==> src/hw/rtl/plm_pkg.sv <==
// ----------------------------------------------------------------------------
// plm_pkg
// Shared types and constants of the two-sided piecewise linear map.
// ----------------------------------------------------------------------------
`default_nettype none

package plm_pkg;

	localparam int POINTS    = 8;
	localparam int DW        = 16;
	localparam int IDX_W     = 3;
	localparam int NUM_W     = 34;
	localparam int DEN_W     = 17;
	localparam int DIV_STEPS = 16;
	localparam int CNT_W     = $clog2(DIV_STEPS);

	localparam int S_TDATA_W = 40;
	localparam int S_TUSER_W = 2;
	localparam int M_TDATA_W = 16;
	localparam int M_TUSER_W = 1;

	localparam logic [1:0] OP_QUERY    = 2'd0;
	localparam logic [1:0] OP_LOAD_POS = 2'd1;
	localparam logic [1:0] OP_LOAD_NEG = 2'd2;

	typedef logic signed [DW-1:0] q88_t;

	typedef struct packed {
		q88_t pd;
		q88_t ps;
		q88_t nd;
		q88_t ns;
	} entry_t;

	typedef struct packed {
		logic   vld;
		logic   neg;
		logic   have_prev;
		logic   done;
		logic   seg;
		q88_t   d;
		q88_t   d0;
		q88_t   d1;
		q88_t   s0;
		q88_t   s1;
		entry_t prev;
	} tok_t;

endpackage

`default_nettype wire

==> src/hw/rtl/plm_cell.sv <==
// ----------------------------------------------------------------------------
// plm_cell
// One breakpoint of both tables; checks the passing query word against the
// segment that ends here and hands the word to the next cell.
// ----------------------------------------------------------------------------
`default_nettype none

module plm_cell (
	input  wire logic          clk,
	input  wire logic          arst_n,
	input  wire logic          wr_pos,
	input  wire logic          wr_neg,
	input  wire plm_pkg::q88_t wr_d,
	input  wire plm_pkg::q88_t wr_s,
	input  wire plm_pkg::tok_t tin,
	output plm_pkg::tok_t      tout
);
	import plm_pkg::*;

	entry_t ent_q;
	tok_t   tok_q;
	tok_t   nxt;

	always_ff @(posedge clk) begin
		if (wr_pos) begin
			ent_q.pd <= wr_d;
			ent_q.ps <= wr_s;
		end
		if (wr_neg) begin
			ent_q.nd <= wr_d;
			ent_q.ns <= wr_s;
		end
	end

	always_comb begin
		nxt           = tin;
		nxt.have_prev = 1'b1;
		nxt.prev      = ent_q;
		if (tin.vld && !tin.done) begin
			if (!tin.have_prev) begin
				if (tin.d == '0) begin
					nxt.done = 1'b1;
				end else if (!tin.neg && tin.d <= ent_q.pd) begin
					nxt.done = 1'b1;
				end else if (tin.neg && tin.d >= ent_q.nd) begin
					nxt.done = 1'b1;
				end
			end else if (!tin.neg) begin
				if (tin.d >= tin.prev.pd && tin.d <= ent_q.pd) begin
					nxt.done = 1'b1;
					nxt.seg  = 1'b1;
					nxt.d0   = tin.prev.pd;
					nxt.d1   = ent_q.pd;
					nxt.s0   = tin.prev.ps;
					nxt.s1   = ent_q.ps;
				end
			end else begin
				if (tin.d <= tin.prev.nd && tin.d >= ent_q.nd) begin
					nxt.done = 1'b1;
					nxt.seg  = 1'b1;
					nxt.d0   = tin.prev.nd;
					nxt.d1   = ent_q.nd;
					nxt.s0   = tin.prev.ns;
					nxt.s1   = ent_q.ns;
				end
			end
		end
	end

	always_ff @(posedge clk or negedge arst_n) begin
		if (!arst_n) begin
			tok_q <= '0;
		end else begin
			tok_q <= nxt;
		end
	end

	assign tout = tok_q;

endmodule

`default_nettype wire

==> src/hw/rtl/plm_div.sv <==
// ----------------------------------------------------------------------------
// plm_div
// Serial restoring divider, one quotient bit a cycle, truncating toward zero
// and saturating positive results to a signed Q8.8 word.
// ----------------------------------------------------------------------------
`default_nettype none

module plm_div (
	input  wire logic                                clk,
	input  wire logic                                arst_n,
	input  wire logic                                start,
	input  wire logic signed [plm_pkg::NUM_W-1:0]    num,
	input  wire logic signed [plm_pkg::DEN_W-1:0]    den,
	output logic                                     done,
	output plm_pkg::q88_t                            quo
);
	import plm_pkg::*;

	typedef enum logic [1:0] {D_IDLE, D_RUN, D_FIN} dstate_t;

	dstate_t                state_q;
	logic [CNT_W-1:0]       cnt_q;
	logic                   neg_q;
	logic [DEN_W-1:0]       mag_d_q;
	logic [DEN_W-1:0]       rem_q;
	logic [DIV_STEPS-1:0]   quo_q;
	logic                   done_q;
	q88_t                   res_q;

	logic [NUM_W-1:0]       mag_n;
	logic [DEN_W-1:0]       mag_d;
	logic [DEN_W:0]         trial;
	logic                   take;
	logic [DEN_W:0]         diff;
	logic [DW:0]            neg_quo;

	assign mag_n   = num[NUM_W-1] ? NUM_W'(-num) : NUM_W'(num);
	assign mag_d   = den[DEN_W-1] ? DEN_W'(-den) : DEN_W'(den);
	assign trial   = {rem_q, quo_q[DIV_STEPS-1]};
	assign take    = trial >= {1'b0, mag_d_q};
	assign diff    = trial - {1'b0, mag_d_q};
	assign neg_quo = (DW+1)'(0) - {1'b0, quo_q};

	always_ff @(posedge clk or negedge arst_n) begin
		if (!arst_n) begin
			state_q <= D_IDLE;
			done_q  <= 1'b0;
		end else begin
			done_q <= (state_q == D_FIN);
			unique case (state_q)
				D_IDLE: begin
					if (start) begin
						neg_q   <= num[NUM_W-1] ^ den[DEN_W-1];
						mag_d_q <= mag_d;
						rem_q   <= mag_n[NUM_W-2:DIV_STEPS];
						quo_q   <= mag_n[DIV_STEPS-1:0];
						cnt_q   <= '0;
						state_q <= D_RUN;
					end
				end
				D_RUN: begin
					rem_q <= take ? diff[DEN_W-1:0] : trial[DEN_W-1:0];
					quo_q <= {quo_q[DIV_STEPS-2:0], take};
					cnt_q <= cnt_q + 1'b1;
					if (cnt_q == CNT_W'(DIV_STEPS - 1)) begin
						state_q <= D_FIN;
					end
				end
				D_FIN: begin
					if (neg_q) begin
						res_q <= q88_t'(neg_quo[DW-1:0]);
					end else if (quo_q[DIV_STEPS-1]) begin
						res_q <= q88_t'({1'b0, {(DW-1){1'b1}}});
					end else begin
						res_q <= q88_t'(quo_q);
					end
					state_q <= D_IDLE;
				end
				default: state_q <= D_IDLE;
			endcase
		end
	end

	assign done = done_q;
	assign quo  = res_q;

endmodule

`default_nettype wire

==> src/hw/rtl/two_sided_piecewise_linear_map.sv <==
// ----------------------------------------------------------------------------
// two_sided_piecewise_linear_map
// Maps a signed Q8.8 distance to a Q8.8 steering value through ascending
// positive and descending negative breakpoint tables with interpolation.
// ----------------------------------------------------------------------------
// channel  dir  tdata                                    tuser
// s_       in   [2:0] point_index, [18:3] distance_value, [1:0] opcode
//               [34:19] steer_value
// m_       out  [15:0] steering                          [0] saturated
//
// A load leaves the input ready, so the next word is taken right after it.
// A query walks the row of cells, two multiply steps, a start step, 16 divide steps, the
// divider's finish state and done register, a wait state and the output state; one that ends
// in a clamp or a fixed value goes from the cells to output; input is ready as its result is set.
// A result word waits in the output register; the next finished query holds until it drains.
// Reset clears control only; table entries hold garbage until loaded.
// ----------------------------------------------------------------------------
`default_nettype none

module two_sided_piecewise_linear_map (
	input  wire logic                            clk,
	input  wire logic                            arst_n,
	input  wire logic                            s_tvalid,
	output logic                                 s_tready,
	input  wire logic [plm_pkg::S_TDATA_W-1:0]   s_tdata,  // point_index, distance_value, steer_value
	input  wire logic [plm_pkg::S_TUSER_W-1:0]   s_tuser,  // opcode
	output logic                                 m_tvalid,
	input  wire logic                            m_tready,
	output logic [plm_pkg::M_TDATA_W-1:0]        m_tdata,  // steering
	output logic [plm_pkg::M_TUSER_W-1:0]        m_tuser   // saturated
);
	import plm_pkg::*;

	typedef enum logic [2:0] {S_IDLE, S_CHAIN, S_MUL0, S_MUL1, S_DIV, S_WAIT, S_OUT} state_t;

	state_t            state_q;
	logic              m_tvalid_q;
	logic [DW-1:0]     m_tdata_q;
	logic              m_tuser_q;
	q88_t              res_steer_q;
	logic              res_sat_q;
	q88_t              seg_d_q, seg_d0_q, seg_d1_q, seg_s0_q, seg_s1_q;
	logic signed [32:0] prod_q;
	logic signed [NUM_W-1:0] num_q;
	logic signed [DEN_W-1:0] den_q;

	logic [1:0]        in_op;
	logic [IDX_W-1:0]  in_idx;
	q88_t              in_d;
	q88_t              in_s;
	logic              accept;
	logic              ld_ok;
	tok_t              tok_in;
	tok_t              chain [POINTS+1];
	tok_t              tok_end;
	logic signed [DEN_W-1:0] da, db, wd;
	logic signed [32:0] pb;
	logic              div_start;
	logic              div_done;
	q88_t              div_quo;
	logic              out_free;

	assign in_op    = s_tuser;
	assign in_idx   = s_tdata[2:0];
	assign in_d     = q88_t'(s_tdata[18:3]);
	assign in_s     = q88_t'(s_tdata[34:19]);
	assign s_tready = (state_q == S_IDLE);
	assign accept   = s_tvalid && s_tready;
	assign ld_ok    = int'(in_idx) < POINTS;

	always_comb begin
		tok_in     = '0;
		tok_in.vld = accept && (in_op == OP_QUERY);
		tok_in.neg = in_d[DW-1];
		tok_in.d   = in_d;
	end

	assign chain[0] = tok_in;

	for (genvar i = 0; i < POINTS; i++) begin : g_cell
		plm_cell u_cell (
			.clk    (clk),
			.arst_n (arst_n),
			.wr_pos (accept && ld_ok && in_op == OP_LOAD_POS && int'(in_idx) == i),
			.wr_neg (accept && ld_ok && in_op == OP_LOAD_NEG && int'(in_idx) == i),
			.wr_d   (in_d),
			.wr_s   (in_s),
			.tin    (chain[i]),
			.tout   (chain[i+1])
		);
	end

	assign tok_end = chain[POINTS];
	assign wd      = DEN_W'(tok_end.d1) - DEN_W'(tok_end.d0);
	assign da      = DEN_W'(seg_d_q) - DEN_W'(seg_d0_q);
	assign db      = DEN_W'(seg_d1_q) - DEN_W'(seg_d_q);
	assign pb      = db * seg_s0_q;

	assign div_start = (state_q == S_DIV);
	assign out_free  = !m_tvalid_q || m_tready;

	plm_div u_div (
		.clk    (clk),
		.arst_n (arst_n),
		.start  (div_start),
		.num    (num_q),
		.den    (den_q),
		.done   (div_done),
		.quo    (div_quo)
	);

	always_ff @(posedge clk or negedge arst_n) begin
		if (!arst_n) begin
			state_q    <= S_IDLE;
			m_tvalid_q <= 1'b0;
		end else begin
			if (m_tvalid_q && m_tready && state_q != S_OUT) begin
				m_tvalid_q <= 1'b0;
			end
			unique case (state_q)
				S_IDLE: begin
					if (accept && in_op == OP_QUERY) begin
						state_q <= S_CHAIN;
					end
				end
				S_CHAIN: begin
					if (tok_end.vld) begin
						seg_d_q   <= tok_end.d;
						seg_d0_q  <= tok_end.d0;
						seg_d1_q  <= tok_end.d1;
						seg_s0_q  <= tok_end.s0;
						seg_s1_q  <= tok_end.s1;
						den_q     <= wd;
						if (tok_end.done && tok_end.seg && wd != '0) begin
							state_q <= S_MUL0;
						end else begin
							state_q <= S_OUT;
						end
						if (tok_end.done) begin
							res_sat_q   <= 1'b0;
							res_steer_q <= (tok_end.seg && wd == '0) ? tok_end.s0 : '0;
						end else if (tok_end.d >= tok_end.prev.pd) begin
							res_steer_q <= tok_end.prev.ps;
							res_sat_q   <= 1'b1;
						end else if (tok_end.d <= tok_end.prev.nd) begin
							res_steer_q <= tok_end.prev.ns;
							res_sat_q   <= 1'b1;
						end else begin
							res_steer_q <= '0;
							res_sat_q   <= 1'b0;
						end
					end
				end
				S_MUL0: begin
					prod_q  <= da * seg_s1_q;
					state_q <= S_MUL1;
				end
				S_MUL1: begin
					num_q   <= NUM_W'(prod_q) + NUM_W'(pb);
					state_q <= S_DIV;
				end
				S_DIV: begin
					state_q <= S_WAIT;
				end
				S_WAIT: begin
					if (div_done) begin
						res_steer_q <= div_quo;
						state_q     <= S_OUT;
					end
				end
				S_OUT: begin
					if (out_free) begin
						m_tvalid_q <= 1'b1;
						m_tdata_q  <= res_steer_q;
						m_tuser_q  <= res_sat_q;
						state_q    <= S_IDLE;
					end
				end
				default: state_q <= S_IDLE;
			endcase
		end
	end

	assign m_tvalid = m_tvalid_q;
	assign m_tdata  = m_tdata_q;
	assign m_tuser  = m_tuser_q;

endmodule

`default_nettype wire

==> config.mk <==
export PLATFORM = sky130hd
export DESIGN_NAME = two_sided_piecewise_linear_map
export DESIGN_NICKNAME = d
export VERILOG_FILES = /design/src/hw/rtl/plm_pkg.sv /design/src/hw/rtl/plm_cell.sv /design/src/hw/rtl/plm_div.sv /design/src/hw/rtl/two_sided_piecewise_linear_map.sv
export SDC_FILE = /design/constraint.sdc
export NUM_CORES = 2
export LEC_CHECK = 0
export ABC_AREA = 1
export BUFFER_PORTS_ARGS = -buffer_cell sky130_fd_sc_hd__buf_4
export CAP_MARGIN = 20
export CORE_UTILIZATION = 40
export CTS_BUF_LIST = sky130_fd_sc_hd__clkbuf_4 sky130_fd_sc_hd__clkbuf_8 sky130_fd_sc_hd__clkbuf_16
export DETAILED_ROUTE_END_ITERATION = 8
export PLACE_DENSITY = 0.63
export RECOVER_POWER = 25
export SYNTH_ARGS = -nofsm -noshare
export SYNTH_HDL_FRONTEND = slang
export SYNTH_SLANG_ARGS = --single-unit
==> constraint.sdc <==
create_clock -name clk -period 18.1 [get_ports clk]
set_input_delay 0.905 -clock clk [delete_from_list [all_inputs] [get_ports clk]]
set_output_delay 0.905 -clock clk [all_outputs]
set_load 0.005 [all_outputs]
## After elaboration in Yosys (flattened, before gate mapping)

Index checks and enable logic that the tools add are counted.

| word-level totals | value |
|---|---|
| flip-flop bits (word level) | 1908 |
| input bits | 46 |

| cells by class | value |
|---|---|
| $add $sub $neg | 9 |
| multiply operators | 2 |
| order comparisons | 33 |
| equality and inequality tests | 25 |
| multiplexer cells | 134 |
| bitwise logic cells | 1 |
| reductions and logical operators | 105 |

Operators with widths:

| kind | number |
|---|---|
| 64-bit 2-to-1 mux | 35 |
| 16-bit >= comparator | 16 |
| 16-bit less-or-equal comparator | 16 |
| 16-bit 2-to-1 mux | 9 |
| 16-bit logical NOT | 8 |
| 17-bit by 16-bit multiplier with 33-bit output | 2 |
| 16-bit one-hot mux with 2 select lines | 2 |
| 1-bit logical AND | 62 |
| 2-bit 2-to-1 mux | 31 |
| 16-bit by 16-bit subtractor with 17-bit output | 3 |
| 1-bit 2-to-1 mux | 43 |
| 33-bit by 33-bit adder with 34-bit output | 1 |
| 17-bit 2-to-1 mux | 2 |
| 17-bit one-hot mux with 2 select lines | 1 |
| 33-bit 2-to-1 mux | 1 |
| 33-bit negation | 1 |
| 3-bit == test, second input constant | 7 |
| 3-bit one-hot mux with 7 select lines | 1 |
| 18-bit by 17-bit >= comparator with 1-bit output | 1 |
| 17-bit logical NOT | 1 |
| 17-bit negation | 1 |
| 17-bit nonzero test | 1 |
| 17-bit subtractor | 1 |
| 1-bit logical NOT | 16 |
| other kinds (23) | 47 |

## Longest topological paths before layout

| depth | value |
|---|---|
| word-level depth | 7 |
| gate-level depth with buffers | 41 |
| gate-level depth less buffers | 41 |

## Cells and area by module

A second synthesis with hierarchy kept.

| unflattened totals | value |
|---|---|
| cell total of the unflattened synthesis | 16601 |
| area, all modules | 131905.3 um^2 |

By module, submodules not included:

| module | times used | cells each | area an instance (um^2) | seq. area each (um^2) |
|---|---|---|---|---|
| plm_cell | 8 | 1513 | 11702.5 | 5650.4 |
| two_sided_piecewise_linear_map | 1 | 3666 | 32416.1 | 6045.8 |
| plm_div | 1 | 831 | 5869.4 | 2207.1 |

## Least setup slack after synthesis

OpenSTA, ideal clock, no wires.

| timing path | value |
|---|---|
| path type | register to register |
| start | register seg_d_q[0] |
| end | register num_q[33], data pin |
| arrival time | 6.846 ns |
| setup slack | 11.002 ns |
| stages on the path, launching flop included | 31 |
| buffers on the path | 1 |
| period minus slack after synthesis | 7.098 ns |
| path through | edfxtp_1 > ha_1 > fa_1 > nor2_1 > nor2_1 > inv_2 > a21o_1 > nand3_1 > nand2_1 > nand2_1 > nand2_1 > clkbuf_1 > nor2_1 > fa_1 > fa_1 > fa_1 > fa_1 > fa_1 > inv_1 > fa_1 > inv_1 > ha_1 > nand2_1 > nor4_1 > nand4_1 > nand3_1 > nand2_1 > o211ai_1 > nand2_1 > nand3_1 > nand2_1 |

| between the ends | value |
|---|---|
| word-level cells in the longest chain between the ends | 3 |

RTL lines:

| what | line | RTL |
|---|---|---|
| start, declared | two_sided_piecewise_linear_map.sv:42 | `q88_t seg_d_q, seg_d0_q, seg_d1_q, seg_s0_q, seg_s1_q;` |
| start signal, assigned | two_sided_piecewise_linear_map.sv:128 | `seg_d_q <= tok_end.d;` |
| 16-bit by 16-bit subtractor with 17-bit output | two_sided_piecewise_linear_map.sv:96 | `assign db = DEN_W'(seg_d1_q) - DEN_W'(seg_d_q);` |
| 17-bit by 16-bit multiplier with 33-bit output | two_sided_piecewise_linear_map.sv:97 | `assign pb = db * seg_s0_q;` |
| 33-bit by 33-bit adder with 34-bit output | two_sided_piecewise_linear_map.sv:159 | `num_q <= NUM_W'(prod_q) + NUM_W'(pb);` |
| end signal, assigned | two_sided_piecewise_linear_map.sv:159 |  |
| end, declared | two_sided_piecewise_linear_map.sv:44 | `logic signed [NUM_W-1:0] num_q;` |

No other way between the ends.
A chain may end at the register's enable or synchronous reset.

## Worst setup path after layout

| timing path | value |
|---|---|
| start | register seg_d_q[0] |
| end | register prod_q[32], data pin |

| between the ends | value |
|---|---|
| word-level cells in the longest chain between the ends | 2 |

RTL lines:

| what | line | RTL |
|---|---|---|
| 16-bit by 16-bit subtractor with 17-bit output | two_sided_piecewise_linear_map.sv:95 | `assign da = DEN_W'(seg_d_q) - DEN_W'(seg_d0_q);` |
| 17-bit by 16-bit multiplier with 33-bit output | two_sided_piecewise_linear_map.sv:155 | `prod_q <= da * seg_s1_q;` |
| end signal, assigned | two_sided_piecewise_linear_map.sv:155 |  |
| end, declared | two_sided_piecewise_linear_map.sv:43 | `logic signed [32:0] prod_q;` |

No other way between the ends.

==> load_flow_metrics.sql <==
INSERT INTO impl_metrics (metric_group, metric, value, unit) VALUES
('floorplanning', 'core-area', '288000', 'um2'),
('floorplanning', 'num_io_pins', '65', ''),
('worst_setup_path', 'worst-setup-path-type', 'flip-flop to flip-flop', ''),
('yosys', 'synth_edf_count', '781', ''),
('final_layout', 'finalNetCount', '14200', ''),
('timing', 'finalCriticalPeriod', '8750', 'ps'),
('timing', 'finalCritPeriodShare', '48.3', '%'),
('global_route', 'grt_max_degree', '144', ''),
('clocking', 'tritoncts.num_buffers', '203', ''),
('status', 'violations', 'max-capacitance violations, max-slew violations', ''),
('yosys', 'asyncSetResetFlopFracSynth', '58.9', '%'),
('worst_setup_path', 'crit_arrival', '9310', 'ps'),
('clocking', 'clock-root-buffer', 'clkbuf_16', ''),
('final_layout', 'final_layout_size_suffix_gt1_share', '5.02', '%'),
('floorplanning', 'die_area', '292000', 'um2'),
('floorplanning', 'die-height', '540', 'um'),
('worst_setup_path', 'worstSetupEndpointType', 'flip-flop', ''),
('yosys', 'synthCells', '13000', ''),
('yosys', 'synth.avg_cell_area', '8.94', 'um2'),
('global_route', 'globalRouteMet2Util', '36.8', '%'),
('global_route', 'global_route_wire_length_before_repair', '484000', 'um'),
('timing', 'rsz0062_at_grt', 'false', ''),
('global_route', 'track_usage', '21.0', '%'),
('worst_setup_path', 'timing.critical_path.required', '18660', 'ps'),
('yosys', 'syn_nets', '14400', ''),
('power', 'power_leakage', '64.2', 'nW'),
('routing', 'drc', '0', ''),
('power', 'power', '12.0', 'mW'),
('worst_setup_path', 'crit_path_start_kind', 'flip-flop', ''),
('status', 'run_status', 'finished with violations', ''),
('final_layout', 'syn2layout_area_growth', '9.92', '%'),
('global_route', 'globalRouteOverflowTotal', '0', ''),
('power', 'power_density', '94.1', 'nW/um2'),
('final_layout', 'fin_area', '127000', 'um2'),
('timing', 'final_critical_path_setup_slack', '9350', 'ps'),
('worst_hold_path', 'min_path_type', 'primary input to flip-flop', ''),
('final_layout', 'fillers', '27700', ''),
('timing', 'hold-worst-slack', '258', 'ps'),
('routing', 'totalWireLength', '308000', 'um'),
('routing', 'drt-pass1-iter-count', '5', ''),
('routing', 'routed_wire_length_per_instance', '18.4', 'um'),
('placement', 'post_dp_cell_area', '120000', 'um2'),
('worst_setup_path', 'critical-path-max-stage-delay', '760', 'ps'),
('yosys', 'yosysWarningCount', '0', ''),
('clocking', 'worstSkewPairLatency', '890', 'ps'),
('timing', 'worstMarginPinSlew', '1740', 'ps'),
('final_layout', 'layout_common_cells', 'nand2_1 (2680), inv_1 (2390), nand3_1 (1831)', ''),
('timing', 'fin_tns_setup', '0', 'ps'),
('clocking', 'cts-root-to-sink-buffers', '4', ''),
('yosys', 'mappedNetlistArea', '116000', 'um2'),
('worst_setup_path', 'cp_max_fanout', '11', ''),
('placement', 'gpl.final_weighted_congestion', '0.913', ''),
('routing', 'drt.antenna.violating_nets', '0', ''),
('timing', 'drv_slew', '126', ''),
('timing', 'worst_clock_skew', '110', 'ps'),
('placement', 'buffer_ports.inserted', '59', ''),
('routing', 'drtIter0Drc', '5836', ''),
('timing', 'final-hold-violation-count', '0', ''),
('yosys', 'postSynth.topFlopCell', 'dfrtp_1', ''),
('power', 'worst_ir_drop_vdd', '0.0000934', 'V'),
('floorplanning', 'die_w', '540', 'um'),
('yosys', 'yosys.cell_types.count', '57', ''),
('global_route', 'initial_antenna_violation_count', '1', ''),
('floorplanning', 'start_util', '40.2', '%'),
('placement', 'dp_cells', '16400', ''),
('clocking', 'tritoncts_clock_tree', 'yes', ''),
('run', 'maxCapViolations', '6', ''),
('worst_setup_path', 'critical-path-slowest-cell', 'xor2_2', ''),
('global_route', 'grt.met3_usage', '2.64', '%'),
('timing', 'timing.slew.headroom', '-15.7', '%'),
('timing', 'finalSetupViolCount', '0', '');
## timing repair
| item | 4_1_cts | 5_1_grt |
|---|---|---|
| endpoints found under the hold margin | 47 | 0 |
| resized for setup | 0 | 0 |
| setup buffers | 0 | 0 |
| hold buffers | 1 | 0 |
## power breakdown
part	leakage, nW	switching [mW]	internal, mW	total [mW]
clock network	3.55	1.76	2.67	4.43
registers	21.2	0.181	4.80	4.98
logic	39.5	1.76	0.807	2.57
total	64.2	3.70	8.28	12.0
## cells in the mapped netlist (3+ instances only)
library cell	count	area share [%]
mux2i_1	35	0.30
clkbuf_1	235	0.76
nor2_1	719	2.3
nor2_2	3	0.016
xnor2_1	61	0.46
a31oi_1	22	0.12
o21a_1	27	0.18
nand3b_1	252	1.6
nand3_1	1856	8.0
o21ai_2	3	0.023
and2_1	3	0.016
edfxtp_1	781	20
dfrtp_1	1119	24
o21bai_1	20	0.13
a21o_1	23	0.15
a21boi_1	3	0.019
nor4_1	51	0.28
o21ai_0	216	0.93
or2_2	19	0.10
o31ai_1	17	0.11
nand2_1	2696	8.7
inv_2	14	0.045
a211oi_1	4	0.026
and3_1	4	0.022
nand4_1	85	0.46
buf_2	219	0.95
o2111ai_1	3	0.023
a21oi_1	440	1.9
nor3_1	68	0.29
xor2_1	78	0.59
o211ai_1	13	0.084
o21ai_1	10	0.043
a21boi_0	5	0.032
ha_1	768	8.3
nand2_2	10	0.054
buf_4	4	0.026
inv_1	2401	7.8
buf_1	48	0.16
fa_1	594	10
clkinv_1	6	0.019
## final timing paths
kind | startpoint | cells after the start | to | slack, ps
setup / recovery | seg_d_q[0] | 33 | prod_q[32] | 9350
hold / removal | s_tuser[1] | 2 | g_cell[0].u_cell.tout[148] | 260
setup reg to reg | seg_d_q[0] | 33 | prod_q[32] | 9350
hold reg to reg | g_cell[7].u_cell.ent_q[47] | 0 | g_cell[7].u_cell.tout[47] | 300
max in group asynchronous | arst_n | 7 | g_cell[7].u_cell.tout[122] | 12930
min in group asynchronous | arst_n | 2 | g_cell[0].u_cell.tout[9] | 550
## cell families (layout without fill, tap and decap cells)
logic type | count (synthesis) | in the layout | share of synthesized area (%)
AND/OR/NAND/NOR | 5773 | 5773 | 22.0
buffers and inverters | 2928 | 2966 | 9.75
flip-flops | 1900 | 1900 | 44.4
adder cells (fa/ha/maj) | 1362 | 1362 | 18.6
AO/OA/AOI/OAI | 816 | 816 | 3.85
XOR/XNOR | 141 | 141 | 1.08
multiplexers | 35 | 35 | 0.303
other | 1 | 5 | 0.00324
## routing by layer
metal  vias up  share of wire [%]
met5         -                  0
met4         0                4.6
met3       735                5.9
met2      2768                 49
met1     40600                 40
li1      41000                  -
## critical path, delay by kind of cell, from the launching register on
| kind | cells | cell delay (ps) |
|---|---|---|
| adder cells (fa/ha/maj) | 9 | 3800 |
| AO/OA/AOI/OAI | 8 | 1680 |
| AND/OR/NAND/NOR | 8 | 1190 |
| XOR/XNOR | 1 | 760 |
| buffers and inverters | 7 | 680 |
| flip-flops | 1 | 380 |
## sequential cells by signal, summed over array words and instances, names as in the netlist, 2 cells and up
register and flops:
u_div.quo_q 16, u_div.cnt_q 4, prod_q 33, seg_d_q 16, u_div.quo 16, seg_d1_q 16, g_cell.u_cell.tout 1112, num_q 34
den_q 17, g_cell.u_cell.ent_q 512, seg_s0_q 16, u_div.mag_d_q 17, state_q 3, u_div.state_q 2, seg_s1_q 16, seg_d0_q 16
res_steer_q 16, m_tdata 16, u_div.rem_q 17
## layout make-up
| cell class | count | share of cell area (%) |
|---|---|---|
| antenna | 4 | 0.00786 |
| clock inverter | 94 | 1.04 |
| clock buffer | 274 | 4.56 |
| sequential | 1900 | 40.4 |
| multi-input combinational | 8128 | 42.0 |
| inverter | 2421 | 7.14 |
| timing repair buffer | 177 | 1.08 |
| tap | 3781 | 3.72 |
Note: power is estimated with default switching activity, not from simulation.
